`src/mrm_pkg.sv`:
```
// ----------------------------------------------------------------------------
// mrm_pkg
// Shared widths, reset values, message codes and types of the mouse report
// to MIDI translator.
// ----------------------------------------------------------------------------
package mrm_pkg;

	localparam int BTN_W     = 3;
	localparam int DELTA_W   = 8;
	localparam int POS_W     = 10;
	localparam int DATA_W    = 7;
	localparam int SENT_W    = 8;
	localparam int CFG_IDX_W = 3;
	localparam int SLOTS     = 5;

	localparam logic [POS_W-1:0]  POS_RESET  = POS_W'(511);
	localparam logic [POS_W-1:0]  POS_MAX    = POS_W'(1023);
	localparam logic [SENT_W-1:0] SENT_NONE  = SENT_W'(255);
	localparam logic [DATA_W-1:0] VEL_ON     = DATA_W'(127);
	localparam logic [DATA_W-1:0] VEL_OFF    = '0;

	localparam logic [DATA_W-1:0] LEFT_NOTE_RST   = DATA_W'(60);
	localparam logic [DATA_W-1:0] RIGHT_NOTE_RST  = DATA_W'(61);
	localparam logic [DATA_W-1:0] MIDDLE_NOTE_RST = DATA_W'(62);
	localparam logic [DATA_W-1:0] X_CTRL_RST      = DATA_W'(71);
	localparam logic [DATA_W-1:0] Y_CTRL_RST      = DATA_W'(72);

	localparam int QUEUE_DEPTH = 2;

	// message slots of one report, in emission order
	localparam int SLOT_LEFT   = 0;
	localparam int SLOT_RIGHT  = 1;
	localparam int SLOT_MIDDLE = 2;
	localparam int SLOT_CC_X   = 3;
	localparam int SLOT_CC_Y   = 4;

	// message_kind codes: note-on (0x90), control change (0xB0)
	localparam logic KIND_NOTE = 1'b0;
	localparam logic KIND_CC   = 1'b1;

	typedef enum logic [CFG_IDX_W-1:0] {
		REG_LEFT_NOTE   = 3'd0,
		REG_RIGHT_NOTE  = 3'd1,
		REG_MIDDLE_NOTE = 3'd2,
		REG_X_CTRL      = 3'd3,
		REG_Y_CTRL      = 3'd4
	} cfg_reg_t;

	typedef struct packed {
		logic [DATA_W-1:0] left_note;
		logic [DATA_W-1:0] right_note;
		logic [DATA_W-1:0] middle_note;
		logic [DATA_W-1:0] x_controller;
		logic [DATA_W-1:0] y_controller;
	} cfg_t;

	// one classified report: which messages to send and their values
	typedef struct packed {
		logic [SLOTS-1:0]  mask;
		logic [BTN_W-1:0]  buttons;
		logic [DATA_W-1:0] cc_x;
		logic [DATA_W-1:0] cc_y;
	} job_t;

endpackage

```
`src/mrm_report_if.sv`:
```
// ----------------------------------------------------------------------------
// mrm_report_if
// Mouse report channel: valid/ready with button bits and signed deltas.
// ----------------------------------------------------------------------------
interface mrm_report_if import mrm_pkg::*; ();
	logic                      valid;
	logic                      ready;
	logic [BTN_W-1:0]          button_bits;
	logic signed [DELTA_W-1:0] delta_x;
	logic signed [DELTA_W-1:0] delta_y;

	modport source(output valid, button_bits, delta_x, delta_y, input ready);
	modport sink(input valid, button_bits, delta_x, delta_y, output ready);
endinterface

```
`src/mrm_midi_if.sv`:
```
// ----------------------------------------------------------------------------
// mrm_midi_if
// MIDI message channel: valid/ready with one short message per word.
// ----------------------------------------------------------------------------
interface mrm_midi_if import mrm_pkg::*; ();
	logic              valid;
	logic              ready;
	logic              message_kind;
	logic [DATA_W-1:0] first_data;
	logic [DATA_W-1:0] second_data;
	logic              last_of_run;

	modport source(output valid, message_kind, first_data, second_data, last_of_run,
		input ready);
	modport sink(input valid, message_kind, first_data, second_data, last_of_run,
		output ready);
endinterface

```
`src/mrm_cfg_if.sv`:
```
// ----------------------------------------------------------------------------
// mrm_cfg_if
// Configuration write channel: valid/ready with register index and data.
// ----------------------------------------------------------------------------
interface mrm_cfg_if import mrm_pkg::*; ();
	logic                 valid;
	logic                 ready;
	logic [CFG_IDX_W-1:0] index;
	logic [DATA_W-1:0]    data;

	modport source(output valid, index, data, input ready);
	modport sink(input valid, index, data, output ready);
endinterface

```
`src/mrm_front.sv`:
```
// ----------------------------------------------------------------------------
// mrm_front
// Accepts mouse reports, tracks buttons, positions and last sent controller
// values, and queues a job for every report that causes messages.
// ----------------------------------------------------------------------------
module mrm_front import mrm_pkg::*; (
	input  logic        clk,
	input  logic        arst_n,
	mrm_report_if.sink  report,
	input  logic        full,
	output logic        push,
	output job_t        push_job
);

	logic [BTN_W-1:0]  held_q;
	logic [POS_W-1:0]  pos_x_q, pos_y_q;
	logic [SENT_W-1:0] sent_x_q, sent_y_q;

	logic [POS_W-1:0]  pos_x_nx, pos_y_nx;
	logic [DATA_W-1:0] cc_x, cc_y;
	logic              fire;

	function automatic logic [POS_W-1:0] move_axis(input logic [POS_W-1:0] pos,
		input logic signed [DELTA_W-1:0] d);
		logic signed [POS_W+1:0] sum;
		sum = $signed({2'b00, pos}) + (POS_W+2)'(d);
		if (sum[POS_W+1])
			return '0;
		else if (sum[POS_W])
			return POS_MAX;
		else
			return sum[POS_W-1:0];
	endfunction

	assign report.ready = !full;
	assign fire         = report.valid && report.ready;

	always_comb begin
		pos_x_nx = move_axis(pos_x_q, report.delta_x);
		pos_y_nx = move_axis(pos_y_q, report.delta_y);
		cc_x     = pos_x_nx[POS_W-1:POS_W-DATA_W];
		cc_y     = pos_y_nx[POS_W-1:POS_W-DATA_W];

		push_job.buttons = report.button_bits;
		push_job.cc_x    = cc_x;
		push_job.cc_y    = cc_y;
		push_job.mask    = {({1'b0, cc_y} != sent_y_q), ({1'b0, cc_x} != sent_x_q),
			report.button_bits ^ held_q};
		// drop reports that change nothing
		push = fire && (|push_job.mask);
	end

	always_ff @(posedge clk or negedge arst_n) begin
		if (!arst_n) begin
			held_q   <= '0;
			pos_x_q  <= POS_RESET;
			pos_y_q  <= POS_RESET;
			sent_x_q <= SENT_NONE;
			sent_y_q <= SENT_NONE;
		end else if (fire) begin
			held_q   <= report.button_bits;
			pos_x_q  <= pos_x_nx;
			pos_y_q  <= pos_y_nx;
			sent_x_q <= {1'b0, cc_x};
			sent_y_q <= {1'b0, cc_y};
		end
	end

endmodule

```
`src/mrm_queue.sv`:
```
// ----------------------------------------------------------------------------
// mrm_queue
// Short job queue between the report front and the message back.
// ----------------------------------------------------------------------------
module mrm_queue import mrm_pkg::*; #(
	parameter int DEPTH = QUEUE_DEPTH
) (
	input  logic clk,
	input  logic arst_n,
	input  logic push,
	input  job_t push_job,
	output logic full,
	input  logic pop,
	output job_t head,
	output logic empty
);

	localparam int PTR_W = (DEPTH > 1) ? $clog2(DEPTH) : 1;
	localparam int CNT_W = $clog2(DEPTH + 1);

	job_t             mem_q [DEPTH];
	logic [PTR_W-1:0] wr_ptr_q, rd_ptr_q;
	logic [CNT_W-1:0] count_q;
	logic             do_push, do_pop;

	assign full    = (count_q == CNT_W'(DEPTH));
	assign empty   = (count_q == '0);
	assign do_push = push && !full;
	assign do_pop  = pop && !empty;
	assign head    = mem_q[rd_ptr_q];

	function automatic logic [PTR_W-1:0] advance(input logic [PTR_W-1:0] p);
		if (p == PTR_W'(DEPTH - 1))
			return '0;
		else
			return p + 1'b1;
	endfunction

	always_ff @(posedge clk) begin
		if (do_push)
			mem_q[wr_ptr_q] <= push_job;
	end

	always_ff @(posedge clk or negedge arst_n) begin
		if (!arst_n) begin
			wr_ptr_q <= '0;
			rd_ptr_q <= '0;
			count_q  <= '0;
		end else begin
			if (do_push)
				wr_ptr_q <= advance(wr_ptr_q);
			if (do_pop)
				rd_ptr_q <= advance(rd_ptr_q);
			if (do_push && !do_pop)
				count_q <= count_q + 1'b1;
			else if (do_pop && !do_push)
				count_q <= count_q - 1'b1;
		end
	end

endmodule

```
`src/mrm_back.sv`:
```
// ----------------------------------------------------------------------------
// mrm_back
// Walks the pending message slots of one job in fixed order and drives one
// MIDI message per word through an output register.
// ----------------------------------------------------------------------------
module mrm_back import mrm_pkg::*; (
	input  logic        clk,
	input  logic        arst_n,
	input  cfg_t        cfg,
	input  logic        empty,
	input  job_t        head,
	output logic        pop,
	mrm_midi_if.source  midi
);

	job_t              job_q;
	logic [SLOTS-1:0]  mask_q;
	logic              out_valid_q, out_kind_q, out_last_q;
	logic [DATA_W-1:0] out_first_q, out_second_q;

	logic              adv, have, emit;
	logic [SLOTS-1:0]  pick, rest;
	logic              sel_kind;
	logic [DATA_W-1:0] sel_first, sel_second;

	always_comb begin
		adv  = !out_valid_q || midi.ready;
		have = |mask_q;
		emit = adv && have;
		pick = mask_q & (~mask_q + 1'b1);
		rest = mask_q & ~pick;
		// load the next job once the current one is done or leaves now
		pop  = !empty && (!have || (emit && rest == '0));

		sel_kind   = KIND_CC;
		sel_first  = cfg.y_controller;
		sel_second = job_q.cc_y;
		if (mask_q[SLOT_LEFT]) begin
			sel_kind   = KIND_NOTE;
			sel_first  = cfg.left_note;
			sel_second = job_q.buttons[SLOT_LEFT] ? VEL_ON : VEL_OFF;
		end else if (mask_q[SLOT_RIGHT]) begin
			sel_kind   = KIND_NOTE;
			sel_first  = cfg.right_note;
			sel_second = job_q.buttons[SLOT_RIGHT] ? VEL_ON : VEL_OFF;
		end else if (mask_q[SLOT_MIDDLE]) begin
			sel_kind   = KIND_NOTE;
			sel_first  = cfg.middle_note;
			sel_second = job_q.buttons[SLOT_MIDDLE] ? VEL_ON : VEL_OFF;
		end else if (mask_q[SLOT_CC_X]) begin
			sel_kind   = KIND_CC;
			sel_first  = cfg.x_controller;
			sel_second = job_q.cc_x;
		end
	end

	always_ff @(posedge clk or negedge arst_n) begin
		if (!arst_n) begin
			mask_q      <= '0;
			out_valid_q <= 1'b0;
		end else begin
			if (pop)
				mask_q <= head.mask;
			else if (emit)
				mask_q <= rest;
			if (adv)
				out_valid_q <= emit;
		end
	end

	always_ff @(posedge clk) begin
		if (pop)
			job_q <= head;
		if (emit) begin
			out_kind_q   <= sel_kind;
			out_first_q  <= sel_first;
			out_second_q <= sel_second;
			out_last_q   <= (rest == '0);
		end
	end

	assign midi.valid        = out_valid_q;
	assign midi.message_kind = out_kind_q;
	assign midi.first_data   = out_first_q;
	assign midi.second_data  = out_second_q;
	assign midi.last_of_run  = out_last_q;

endmodule

```
`src/mouse_report_to_midi.sv`:
```
// ----------------------------------------------------------------------------
// mouse_report_to_midi
// Turns boot-protocol mouse reports into MIDI note-on and control change words.
// ----------------------------------------------------------------------------
// A report is taken whenever the job queue has room (a queue of
// QUEUE_DEPTH jobs), so reports may arrive back to back. Each report causes
// zero to five MIDI words: a note-on per changed button (left, right, middle),
// then a control change for X and for Y when position>>3 moved; the final word
// of a report carries last_of_run. A report that changes nothing leaves no
// word. The back end sends one word per cycle through its output register
// while the output channel is ready. Configuration writes are always ready
// and take effect on the next cycle; write them only while idle.
// ----------------------------------------------------------------------------
module mouse_report_to_midi import mrm_pkg::*; #(
	parameter int QUEUE_DEPTH_P = QUEUE_DEPTH
) (
	input  logic         clk,
	input  logic         arst_n,
	mrm_report_if.sink   report,
	mrm_midi_if.source   midi,
	mrm_cfg_if.sink      cfg
);

	cfg_t cfg_q;
	logic push, full, pop, empty;
	job_t push_job, head;

	assign cfg.ready = 1'b1;

	always_ff @(posedge clk or negedge arst_n) begin
		if (!arst_n) begin
			cfg_q.left_note    <= LEFT_NOTE_RST;
			cfg_q.right_note   <= RIGHT_NOTE_RST;
			cfg_q.middle_note  <= MIDDLE_NOTE_RST;
			cfg_q.x_controller <= X_CTRL_RST;
			cfg_q.y_controller <= Y_CTRL_RST;
		end else if (cfg.valid) begin
			case (cfg.index)
				REG_LEFT_NOTE:   cfg_q.left_note    <= cfg.data;
				REG_RIGHT_NOTE:  cfg_q.right_note   <= cfg.data;
				REG_MIDDLE_NOTE: cfg_q.middle_note  <= cfg.data;
				REG_X_CTRL:      cfg_q.x_controller <= cfg.data;
				REG_Y_CTRL:      cfg_q.y_controller <= cfg.data;
				default: ;
			endcase
		end
	end

	mrm_front u_front (
		.clk      (clk),
		.arst_n   (arst_n),
		.report   (report),
		.full     (full),
		.push     (push),
		.push_job (push_job)
	);

	mrm_queue #(.DEPTH(QUEUE_DEPTH_P)) u_queue (
		.clk      (clk),
		.arst_n   (arst_n),
		.push     (push),
		.push_job (push_job),
		.full     (full),
		.pop      (pop),
		.head     (head),
		.empty    (empty)
	);

	mrm_back u_back (
		.clk    (clk),
		.arst_n (arst_n),
		.cfg    (cfg_q),
		.empty  (empty),
		.head   (head),
		.pop    (pop),
		.midi   (midi)
	);

endmodule

```
`src/flat_wrapper.sv`:
```
// flat-port wrapper written by rule: the top's interface ports become plain ports
module mouse_report_to_midi_flat import mrm_pkg::*;
#(
	parameter int QUEUE_DEPTH_P = QUEUE_DEPTH
)
  (clk, arst_n, report_valid, report_button_bits, report_delta_x, report_delta_y, report_ready, midi_valid, midi_message_kind, midi_first_data, midi_second_data, midi_last_of_run, midi_ready, cfg_valid, cfg_index, cfg_data, cfg_ready);
  mrm_report_if report_i ();
  mrm_midi_if midi_i ();
  mrm_cfg_if cfg_i ();
  input  logic clk;
  input  logic arst_n;
  input wire logic [$bits(report_i.valid)-1:0] report_valid;
  input wire logic [$bits(report_i.button_bits)-1:0] report_button_bits;
  input wire logic [$bits(report_i.delta_x)-1:0] report_delta_x;
  input wire logic [$bits(report_i.delta_y)-1:0] report_delta_y;
  output wire logic [$bits(report_i.ready)-1:0] report_ready;
  output wire logic [$bits(midi_i.valid)-1:0] midi_valid;
  output wire logic [$bits(midi_i.message_kind)-1:0] midi_message_kind;
  output wire logic [$bits(midi_i.first_data)-1:0] midi_first_data;
  output wire logic [$bits(midi_i.second_data)-1:0] midi_second_data;
  output wire logic [$bits(midi_i.last_of_run)-1:0] midi_last_of_run;
  input wire logic [$bits(midi_i.ready)-1:0] midi_ready;
  input wire logic [$bits(cfg_i.valid)-1:0] cfg_valid;
  input wire logic [$bits(cfg_i.index)-1:0] cfg_index;
  input wire logic [$bits(cfg_i.data)-1:0] cfg_data;
  output wire logic [$bits(cfg_i.ready)-1:0] cfg_ready;
  assign report_i.valid = report_valid;
  assign report_i.button_bits = report_button_bits;
  assign report_i.delta_x = report_delta_x;
  assign report_i.delta_y = report_delta_y;
  assign report_ready = report_i.ready;
  assign midi_valid = midi_i.valid;
  assign midi_message_kind = midi_i.message_kind;
  assign midi_first_data = midi_i.first_data;
  assign midi_second_data = midi_i.second_data;
  assign midi_last_of_run = midi_i.last_of_run;
  assign midi_i.ready = midi_ready;
  assign cfg_i.valid = cfg_valid;
  assign cfg_i.index = cfg_index;
  assign cfg_i.data = cfg_data;
  assign cfg_ready = cfg_i.ready;
  mouse_report_to_midi #(.QUEUE_DEPTH_P(QUEUE_DEPTH_P)) u_core (.clk(clk), .arst_n(arst_n), .report(report_i), .midi(midi_i), .cfg(cfg_i));
endmodule
```
`config.mk`:
```
export PLATFORM = sky130hd
export DESIGN_NAME = mouse_report_to_midi_flat
export DESIGN_NICKNAME = d
export VERILOG_FILES = /design/src/mrm_pkg.sv /design/src/mrm_report_if.sv /design/src/mrm_midi_if.sv /design/src/mrm_cfg_if.sv /design/src/mrm_front.sv /design/src/mrm_queue.sv /design/src/mrm_back.sv /design/src/mouse_report_to_midi.sv /design/src/flat_wrapper.sv
export SDC_FILE = /design/constraint.sdc
export NUM_CORES = 1
export LEC_CHECK = 0
export BUFFER_PORTS_ARGS = -buffer_cell sky130_fd_sc_hd__buf_2
export CAP_MARGIN = 20
export CORE_AREA = 2 2 112 114
export DETAILED_ROUTE_END_ITERATION = 10
export DIE_AREA = 0 0 114 116
export PLACE_DENSITY = 0.84
export RECOVER_POWER = 100
export SYNTH_ARGS = -nofsm -noshare
export SYNTH_HDL_FRONTEND = slang
export SYNTH_SLANG_ARGS = --single-unit
export TNS_END_PERCENT = 100
```
`constraint.sdc`:
```
create_clock -name clk -period 11.8 [get_ports clk]
set_input_delay 1.77 -clock clk [delete_from_list [all_inputs] [get_ports clk]]
set_output_delay 1.77 -clock clk [all_outputs]
set_load 0.01 [all_outputs]
```
==> summary.txt, run 1 <==
Global route
  – Vias in the first global route: 5500
  – GRT Residual Overflow: 0
  – Antenna violations before repair: 0
  – Largest net degree at the start of global routing: 72
  – First-pass GRT wire length: 26.4 mm
  – GRT Util Overall: approximately 26%

Layout
  – P&R area growth vs syn: 11.5%
  – Post-route cell area: 8560 um^2
  – Non-Filler Instances: approximately 860
  – Layout cells sized above 1: 24.3%
  – Final-stage net count: 757
  – Antenna Cells: 0
  – Final Core Density: 71.8%

Placement
  – Post-DP Area: slightly above 8000 um^2
  – Gpl congestion: 0.923
  – Placed Cells: around 830
  – Post-DP HPWL: 10.9 mm
  – Port Buffer Count: slightly above 50

Power and ir drop
  – Combinational power share: 38.0%
  – Max VDD drop: 0.000153 V
  – PwrDens: 286 nW/um^2
  – Clock power share: between 20% and 30%
  – Lkg Pwr: 3.35 nW
  – Tot Pwr: 2.44 mW
  – Sequential fraction of design power: 40.5%
  – Sw Share: a little under two fifths
  – Psw: 908 uW
  – Pint: 1.54 mW

Critical path
  – Peak per-stage delay on the critical path: 0.98 ns
  – Critical path cell sequence: buf_2 -> ha_1 -> inv_1 -> fa_1 -> nor2b_1 -> o2111ai_1 -> a21o_1 -> a221oi_1 -> clkbuf_1 -> inv_1 -> nand3_1 -> o221ai_1 -> o311ai_0 -> o21bai_4 -> nor2_1 -> clkbuf_1
  – Worst setup SP type: primary input
  – Crit. End Element: flop
  – CP Max Fanout: 16
  – Worst path required time: 11.84 ns
  – Setup Crit Path Kind: in -> reg
  – CP max-delay cell: o311ai_0
  – Flop2flop setup slack: 6.26 ns
  – Worst EP arrival: 6.48 ns

Die
  – Die area: around 13000 um^2
  – I/O Pins: 53
  – Die Y: 116 um
  – Std cell rows: 40
  – Die Width: 114 um
  – Core Area: 11900 um^2
  – Initial core utilization: 64.4%

Timing
  – Final Hold Fails: 0
  – Final Max Tran Viols: 110
  – Setup violators final: 0
  – Final min period: 6.44 ns
  – Final period util: 54.6%
  – RSZ-0062 raised after global routing: no
  – Setup TNS: 0 ns
  – Worst Tran Pin Value: 3.79 ns
  – Fmax: 0.155 GHz
  – Worst clock skew: 0.00851 ns
  – Rel. slew slack: -153%

Logic synthesis
  – Simple-Gate Fraction of Synth Area: 11.1%
  – Share of synthesized flip-flops with an asynchronous set or reset: 48.0%
  – Mux share of post-synthesis cell area: between 10 and 15%
  – Area share of the largest cell type after synthesis: 30.1%
  – Post-synth EDFFs: 77
  – Register area share after synthesis: 53.9%
  – Largest family of logic cells by synthesized area: compound AO/OA/AOI/OAI gates
  – Synth Cell Area: between 7000 and 8000 um^2
  – Post-Synth XOR/XNOR Area: 2.28%
  – Ranking of synthesized cells by area: edfxtp_1 30%, dfstp_2 14%, dfrtp_1 9.8%
  – Cell count after synthesis: 649
  – Syn Nets: 708
  – Yosys reg bits: 148
  – Adder-cell share of the synthesized area: 4.40%
  – Yosys warns: 0
  – Post-synth top flop: edfxtp_1
  – Compound-Gate Fraction of Synth Area: roughly 14%
  – Post-synth top area cell: edfxtp_1
  – Avg Inst Size Synth: 11.8 um^2
  – Distinct cells, synth: 72

Detailed routing
  – Vias: between 5000 and 6000
  – WL final: 15.8 mm
  – Pre-Repair DR Iteration Count: 7
  – Vias per cell: 6.28
  – Detailed router's first-iteration violation count: 412
  – # DRC: 0
  – Routed Antenna Nets: 0
  – Wirelength per Cell: between 15 and 20 um

CTS
  – # Post-CTS Setup Buffers: 0
  – CTS tree: built
  – H-tree depth: 4
  – Root buf cell: clkbuf_16
  – Sink Count: about 150
  – CTS max path bufs: 2
  – Post-CTS sizing: 0
  – Clock latency on the worst-skew pair: 0.42 ns
  – Clock slew at reported path FFs: 0.06 ns
  – Hold_buf cts: 0
  – Total CTS buffers: 17

Run status
  – Failing checks: max-capacitance violations, max-slew violations
  – Outcome: finished, violations left

Hold path
  – Worst hold-check path type: reg -> reg

Job
  – Max-cap violations: 2
[layout make-up]
type                            instances  area, um^2
Multi-Input combinational cell        455        3330
Fill cell                             825        3360
Inverter                               16        60.1
Timing Repair Buffer                   60         259
Clock buffer                           17         425
Tap cell                              147         184
Sequential cell                       148        4140
Clock inverter                         15         155
[metrics by stage]
stage / setup slack (ns) / hold slack (ns)
floorplan: 6.02 / 0.446
detailed placement: 5.61 / 0.466
CTS: 6.04 / 0.474
finish: 5.36 / 0.471
global placement: 5.77 / 0.458
global route: 4.87 / 0.496
[cell usage after synthesis (16+ instances only)]
cell type and instances:
a21oi_1 39, clkbuf_1 26, dfrtp_1 30, dfstp_2 41, edfxtp_1 77, ha_1 23, inv_1 16, mux2_2 62
mux2i_1 19, nand2_1 42, nor2_1 47, o21ai_0 41
[layout by cell type, fill, tap and decap left out, types with 27 or more instances in the layout]
master / netlist / final
dfrtp_1: 30 / 30
mux2_2: 62 / 58
nor2_1: 47 / 47
edfxtp_1: 77 / 77
nand2_1: 42 / 42
o21ai_0: 41 / 41
buf_2: 1 / 27
dfstp_2: 41 / 41
a21oi_1: 39 / 39
clkbuf_1: 26 / 33
[metal layers]
layer,wire (um),GRT usage [%]
met1,6810,32.2
met2,7770,43.8
met3,860,6.59
met4,311,8.62
met5,0,0
[power by group through the flow]
stage	logic, mW	registers, mW	clock network (mW)
6_report	0.929	0.990	0.526
5_1_grt	1.03	1.01	0.553
4_1_cts	0.944	0.987	0.530
3_5_place_dp	0.933	0.993	0
3_3_place_gp	0.889	0.978	0
2_1_floorplan	0.743	0.929	0
[final timing paths]
check / from / end / cells after the start
setup / recovery: report_delta_y[0] / u_core.u_queue.mem_q[1][6]$_DFFE_PP_ / 16
hold / removal: u_core.u_front.pos_y_q[0]$_DFFE_PN1P_ / u_core.u_front.pos_y_q[0]$_DFFE_PN1P_ / 2
min in group asynchronous: arst_n / u_core.cfg_q[1]$_DFFE_PN0P_ / 2
setup reg to reg: u_core.u_front.pos_y_q[0]$_DFFE_PN1P_ / u_core.u_queue.mem_q[1][6]$_DFFE_PP_ / 15
hold reg to reg: u_core.u_front.pos_y_q[0]$_DFFE_PN1P_ / u_core.u_front.pos_y_q[0]$_DFFE_PN1P_ / 2
max in group asynchronous: arst_n / u_core.u_front.pos_x_q[9]$_DFFE_PN0P_ / 2
[critical path, delay by kind of cell]
| kind | cells | cell delay (ns) |
|---|---|---|
| fa+ha+maj | 2 | 0.58 |
| simple gates | 3 | 0.73 |
| buf+inv | 5 | 1.44 |
| compound gates | 6 | 1.95 |
[flip-flops by register name, summed over array words and instances, names as in the netlist, 3 cells and up]
signal                          flops
u_core.u_back.job_q                17
u_core.u_back.midi.second_data      7
u_core.u_queue.mem_q               44
u_core.cfg_q                       35
u_core.u_back.midi.first_data       7
u_core.u_front.held_q               3
u_core.u_front.pos_x_q             10
u_core.u_front.pos_y_q             10
u_core.u_back.mask_q                5
[cell families (layout without fill, tap and decap cells)]
kind of cell,Yosys count,in the layout
AO/OA/AOI/OAI,162,162
multiplexers,81,81
other,1,1
AND/OR/NAND/NOR,165,165
adder cells (fa/ha/maj),26,26
buffers and inverters,46,108
XOR/XNOR,20,20
flip-flops,148,148
Note: power is estimated with default switching activity, not from simulation.
==> run 2, diff against run 1 <==
--- a/config.mk
+++ b/config.mk
@@ -5,12 +5,13 @@
 export SDC_FILE = /design/constraint.sdc
 export NUM_CORES = 1
 export LEC_CHECK = 0
+export ABC_AREA = 1
 export BUFFER_PORTS_ARGS = -buffer_cell sky130_fd_sc_hd__buf_2
 export CAP_MARGIN = 20
-export CORE_AREA = 2 2 112 114
+export CORE_AREA = 2 2 121 123
 export DETAILED_ROUTE_END_ITERATION = 10
-export DIE_AREA = 0 0 114 116
-export PLACE_DENSITY = 0.84
+export DIE_AREA = 0 0 123 125
+export PLACE_DENSITY = 0.75
 export RECOVER_POWER = 100
 export SYNTH_ARGS = -nofsm -noshare
 export SYNTH_HDL_FRONTEND = slang
==> constraint.sdc (replaced) <==
create_clock -name clk -period 5.66 [get_ports clk]
set_input_delay 0.849 -clock clk [delete_from_list [all_inputs] [get_ports clk]]
set_output_delay 0.849 -clock clk [all_outputs]
set_load 0.01 [all_outputs]
==> summary.txt, run 2 <==
Logic synthesis
  – Yosys reg bits: about 150
  – Cell count after synthesis: 863
  – Yosys warns: 0
  – Syn Nets: roughly 920
  – Avg Inst Size Synth: 8.77 um^2
  – Area share of the largest cell type after synthesis: around 30%
  – Synth Cell Area: about 7600 um^2
  – Share of synthesized flip-flops with an asynchronous set or reset: 48.0%
  – Register area share after synthesis: 54.7%
  – Post-synth top flop: edfxtp_1
  – Post-synth EDFFs: 77
  – Count leader, synth: nand2_1
  – Post-synth top cells: 307 x nand2_1, 93 x inv_1, 77 x edfxtp_1
  – Ranking of synthesized cells by area: edfxtp_1 31%, nand2_1 15%, dfstp_2 14%
  – Distinct cells, synth: 39
  – Post-synth top area cell: edfxtp_1

Layout
  – Max reg flops: 44
  – Final-stage net count: 975
  – Top flop regs: u_core.u_queue.mem_q x44, u_core.cfg_q x35, u_core.u_back.job_q x17
  – Antenna Cells: 0
  – Layout cells sized above 1: 12.7%
  – Commonest non-fill, non-tap cell in the layout: nand2_1
  – Final Core Density: 60.2%
  – Fill cell count: 1265
  – Largest Register: u_core.u_queue.mem_q
  – Commonest cells after routing, fill and taps aside: 310 x nand2_1, 96 x inv_1, 77 x edfxtp_1
  – P&R area growth vs syn: 12.9%

Run status
  – Outcome: finished, violations left
  – Failing checks: max-capacitance violations, max-slew violations

Detailed routing
  – # DRC: 0
  – Vias per cell: 5.15
  – Wirelength per Cell: 13.7 um
  – WL final: ~15 mm
  – Detailed router's first-iteration violation count: 341
  – Pre-Repair DR Iteration Count: 5
  – Routed Antenna Nets: 0
  – Vias: 5729

Critical path
  – Flop2flop setup slack: about 1.7 ns
  – CP Max Fanout: slightly above 70
  – CP max-delay cell: clkbuf_1
  – Setup Crit Path Kind: in -> async
  – Worst setup SP type: primary input
  – Peak per-stage delay on the critical path: approximately 2.7 ns
  – Worst Setup EP: u_core.u_queue.wr_ptr_q$_DFFE_PN0P_
  – Crit path buffers/inverters: 2
  – FF-to-FF End: u_core.u_queue.count_q[1]$_DFFE_PN0P_
  – CP startpoint: arst_n
  – CP top delay family: buffers and inverters
  – Worst EP arrival: ~3.7 ns
  – Crit Reg-Reg Startpoint: u_core.u_back.mask_q[1]$_DFFE_PN0P_
  – Worst path depth: 2
  – Worst path required time: 5.30 ns
  – Critical path cell sequence: buf_2 -> clkbuf_1
  – Crit. End Element: async pin
  – Worst reg2reg path depth: 14

Timing
  – Rel. slew slack: -155%
  – Hold_ws: 0.474 ns
  – RSZ-0062 raised after global routing: no
  – Setup TNS: 0 ns
  – Final min period: 4.01 ns
  – Fmax: ~0.25 GHz
  – Worst Tran Pin Value: 3.83 ns
  – Final Hold Fails: 0
  – Final Max Tran Viols: 72
  – Final period util: 70.8%
  – Setup violators final: 0
  – Worst clock skew: 0.00923 ns

CTS
  – Sink Count: 148
  – Root buf cell: clkbuf_16
  – Post-CTS sizing: 0
  – # Post-CTS Setup Buffers: 0
  – Clock slew at reported path FFs: ~0.060 ns
  – CTS max path bufs: 2
  – Total CTS buffers: 17
  – CTS tree: built
  – Hold_buf cts: 0
  – Clock latency on the worst-skew pair: approximately 0.42 ns
  – H-tree depth: 4

Placement
  – Port Buffer Count: just over 50
  – Post-DP HPWL: 10.7 mm
  – Gpl congestion: a little under 0.9

Power and ir drop
  – Max VDD drop: ~0.00030 V
  – Tot Pwr: roughly 4.8 mW
  – Lkg Pwr: 3.96 nW
  – PwrDens: 564 nW/um^2

Die
  – Initial core utilization: 53.3%
  – Die area: approximately 15000 um^2
  – Die Y: 125 um
  – Die Width: roughly 120 um
  – Core Area: 14200 um^2
  – I/O Pins: 53
  – Std cell rows: 44

Global route
  – GRT Residual Overflow: 0
  – Vias in the first global route: 5457
  – Antenna violations before repair: 0
  – GRT Util Overall: 21.6%
  – First-pass GRT wire length: 25.7 mm
  – Largest net degree at the start of global routing: 72

Hold path
  – Hold Crit Depth: 1
  – Worst hold-check path type: reg -> reg

Job
  – Max-cap violations: 1
-- run 2: cell count changes in the layout (fill, tap and decap cells not counted), moves of 25 or more --
cell,previous run,this run
o21ai_0,41,70
nand2_1,42,310
inv_1,16,96
nand3_1,10,59
a21oi_1,39,14
mux2_2,58,0
-- run 2: logic make-up (layout without fill, tap and decap cells) --
kind of cell,count (synthesis),in the layout,share of synthesized area (%)
flops,148,148,54.7
xor+xnor,13,13,1.50
simple gates,449,449,25.2
mux,7,7,0.926
compound gates,99,99,6.99
fa+ha+maj,25,25,4.33
other cells,1,1,0.0495
buf+inv,121,187,6.36
-- run 2: worst min path at each step --
stage,startpoint,end
after global placement,u_core.u_queue.wr_ptr_q$_DFFE_PN0P_,u_core.u_queue.wr_ptr_q$_DFFE_PN0P_
after global routing,u_core.u_queue.count_q[0]$_DFFE_PN0P_,u_core.u_queue.count_q[0]$_DFFE_PN0P_
after floorplan,u_core.u_queue.wr_ptr_q$_DFFE_PN0P_,u_core.u_queue.wr_ptr_q$_DFFE_PN0P_
after detailed placement,u_core.u_queue.count_q[0]$_DFFE_PN0P_,u_core.u_queue.count_q[0]$_DFFE_PN0P_
final,u_core.u_queue.count_q[0]$_DFFE_PN0P_,u_core.u_queue.count_q[0]$_DFFE_PN0P_
after CTS,u_core.u_queue.count_q[0]$_DFFE_PN0P_,u_core.u_queue.count_q[0]$_DFFE_PN0P_
-- run 2: per-stage QoR --
step / setup slack (ns) / instance area, um^2 / std cells
6_report: 1.65 / 8540 / 1113
3_5_place_dp: 1.47 / 7980 / 1080
5_1_grt: 0.872 / 8540 / 1113
2_1_floorplan: 1.82 / 7570 / 863
4_1_cts: 1.90 / 8600 / 1112
3_3_place_gp: 1.58 / 7980 / 1080
-- run 2: layout make-up --
cell class	instances	area, um^2	share of cell area [%]
timing repair buffer	55	248	2.90
tap	184	230	2.69
clock inverter	8	82.6	0.966
inverter	100	375	4.39
multi-input combinational	594	2920	34.2
sequential	148	4140	48.5
clock buffer	24	547	6.40
-- run 2: per-layer routing --
layer	share of wire, %	wire length [um]	global-route usage [%]	up-vias
li1	-	-	-	2918
met1	45	6900	27.5	2667
met4	1.3	201	8.09	0
met2	50	7650	36.3	124
met5	0	0	0	-
met3	3.6	544	4.11	20
-- run 2: where the power goes --
part           internal (mW)  switching [mW]
logic                  0.589            1.17
clock network          0.724           0.432
registers               1.70           0.201
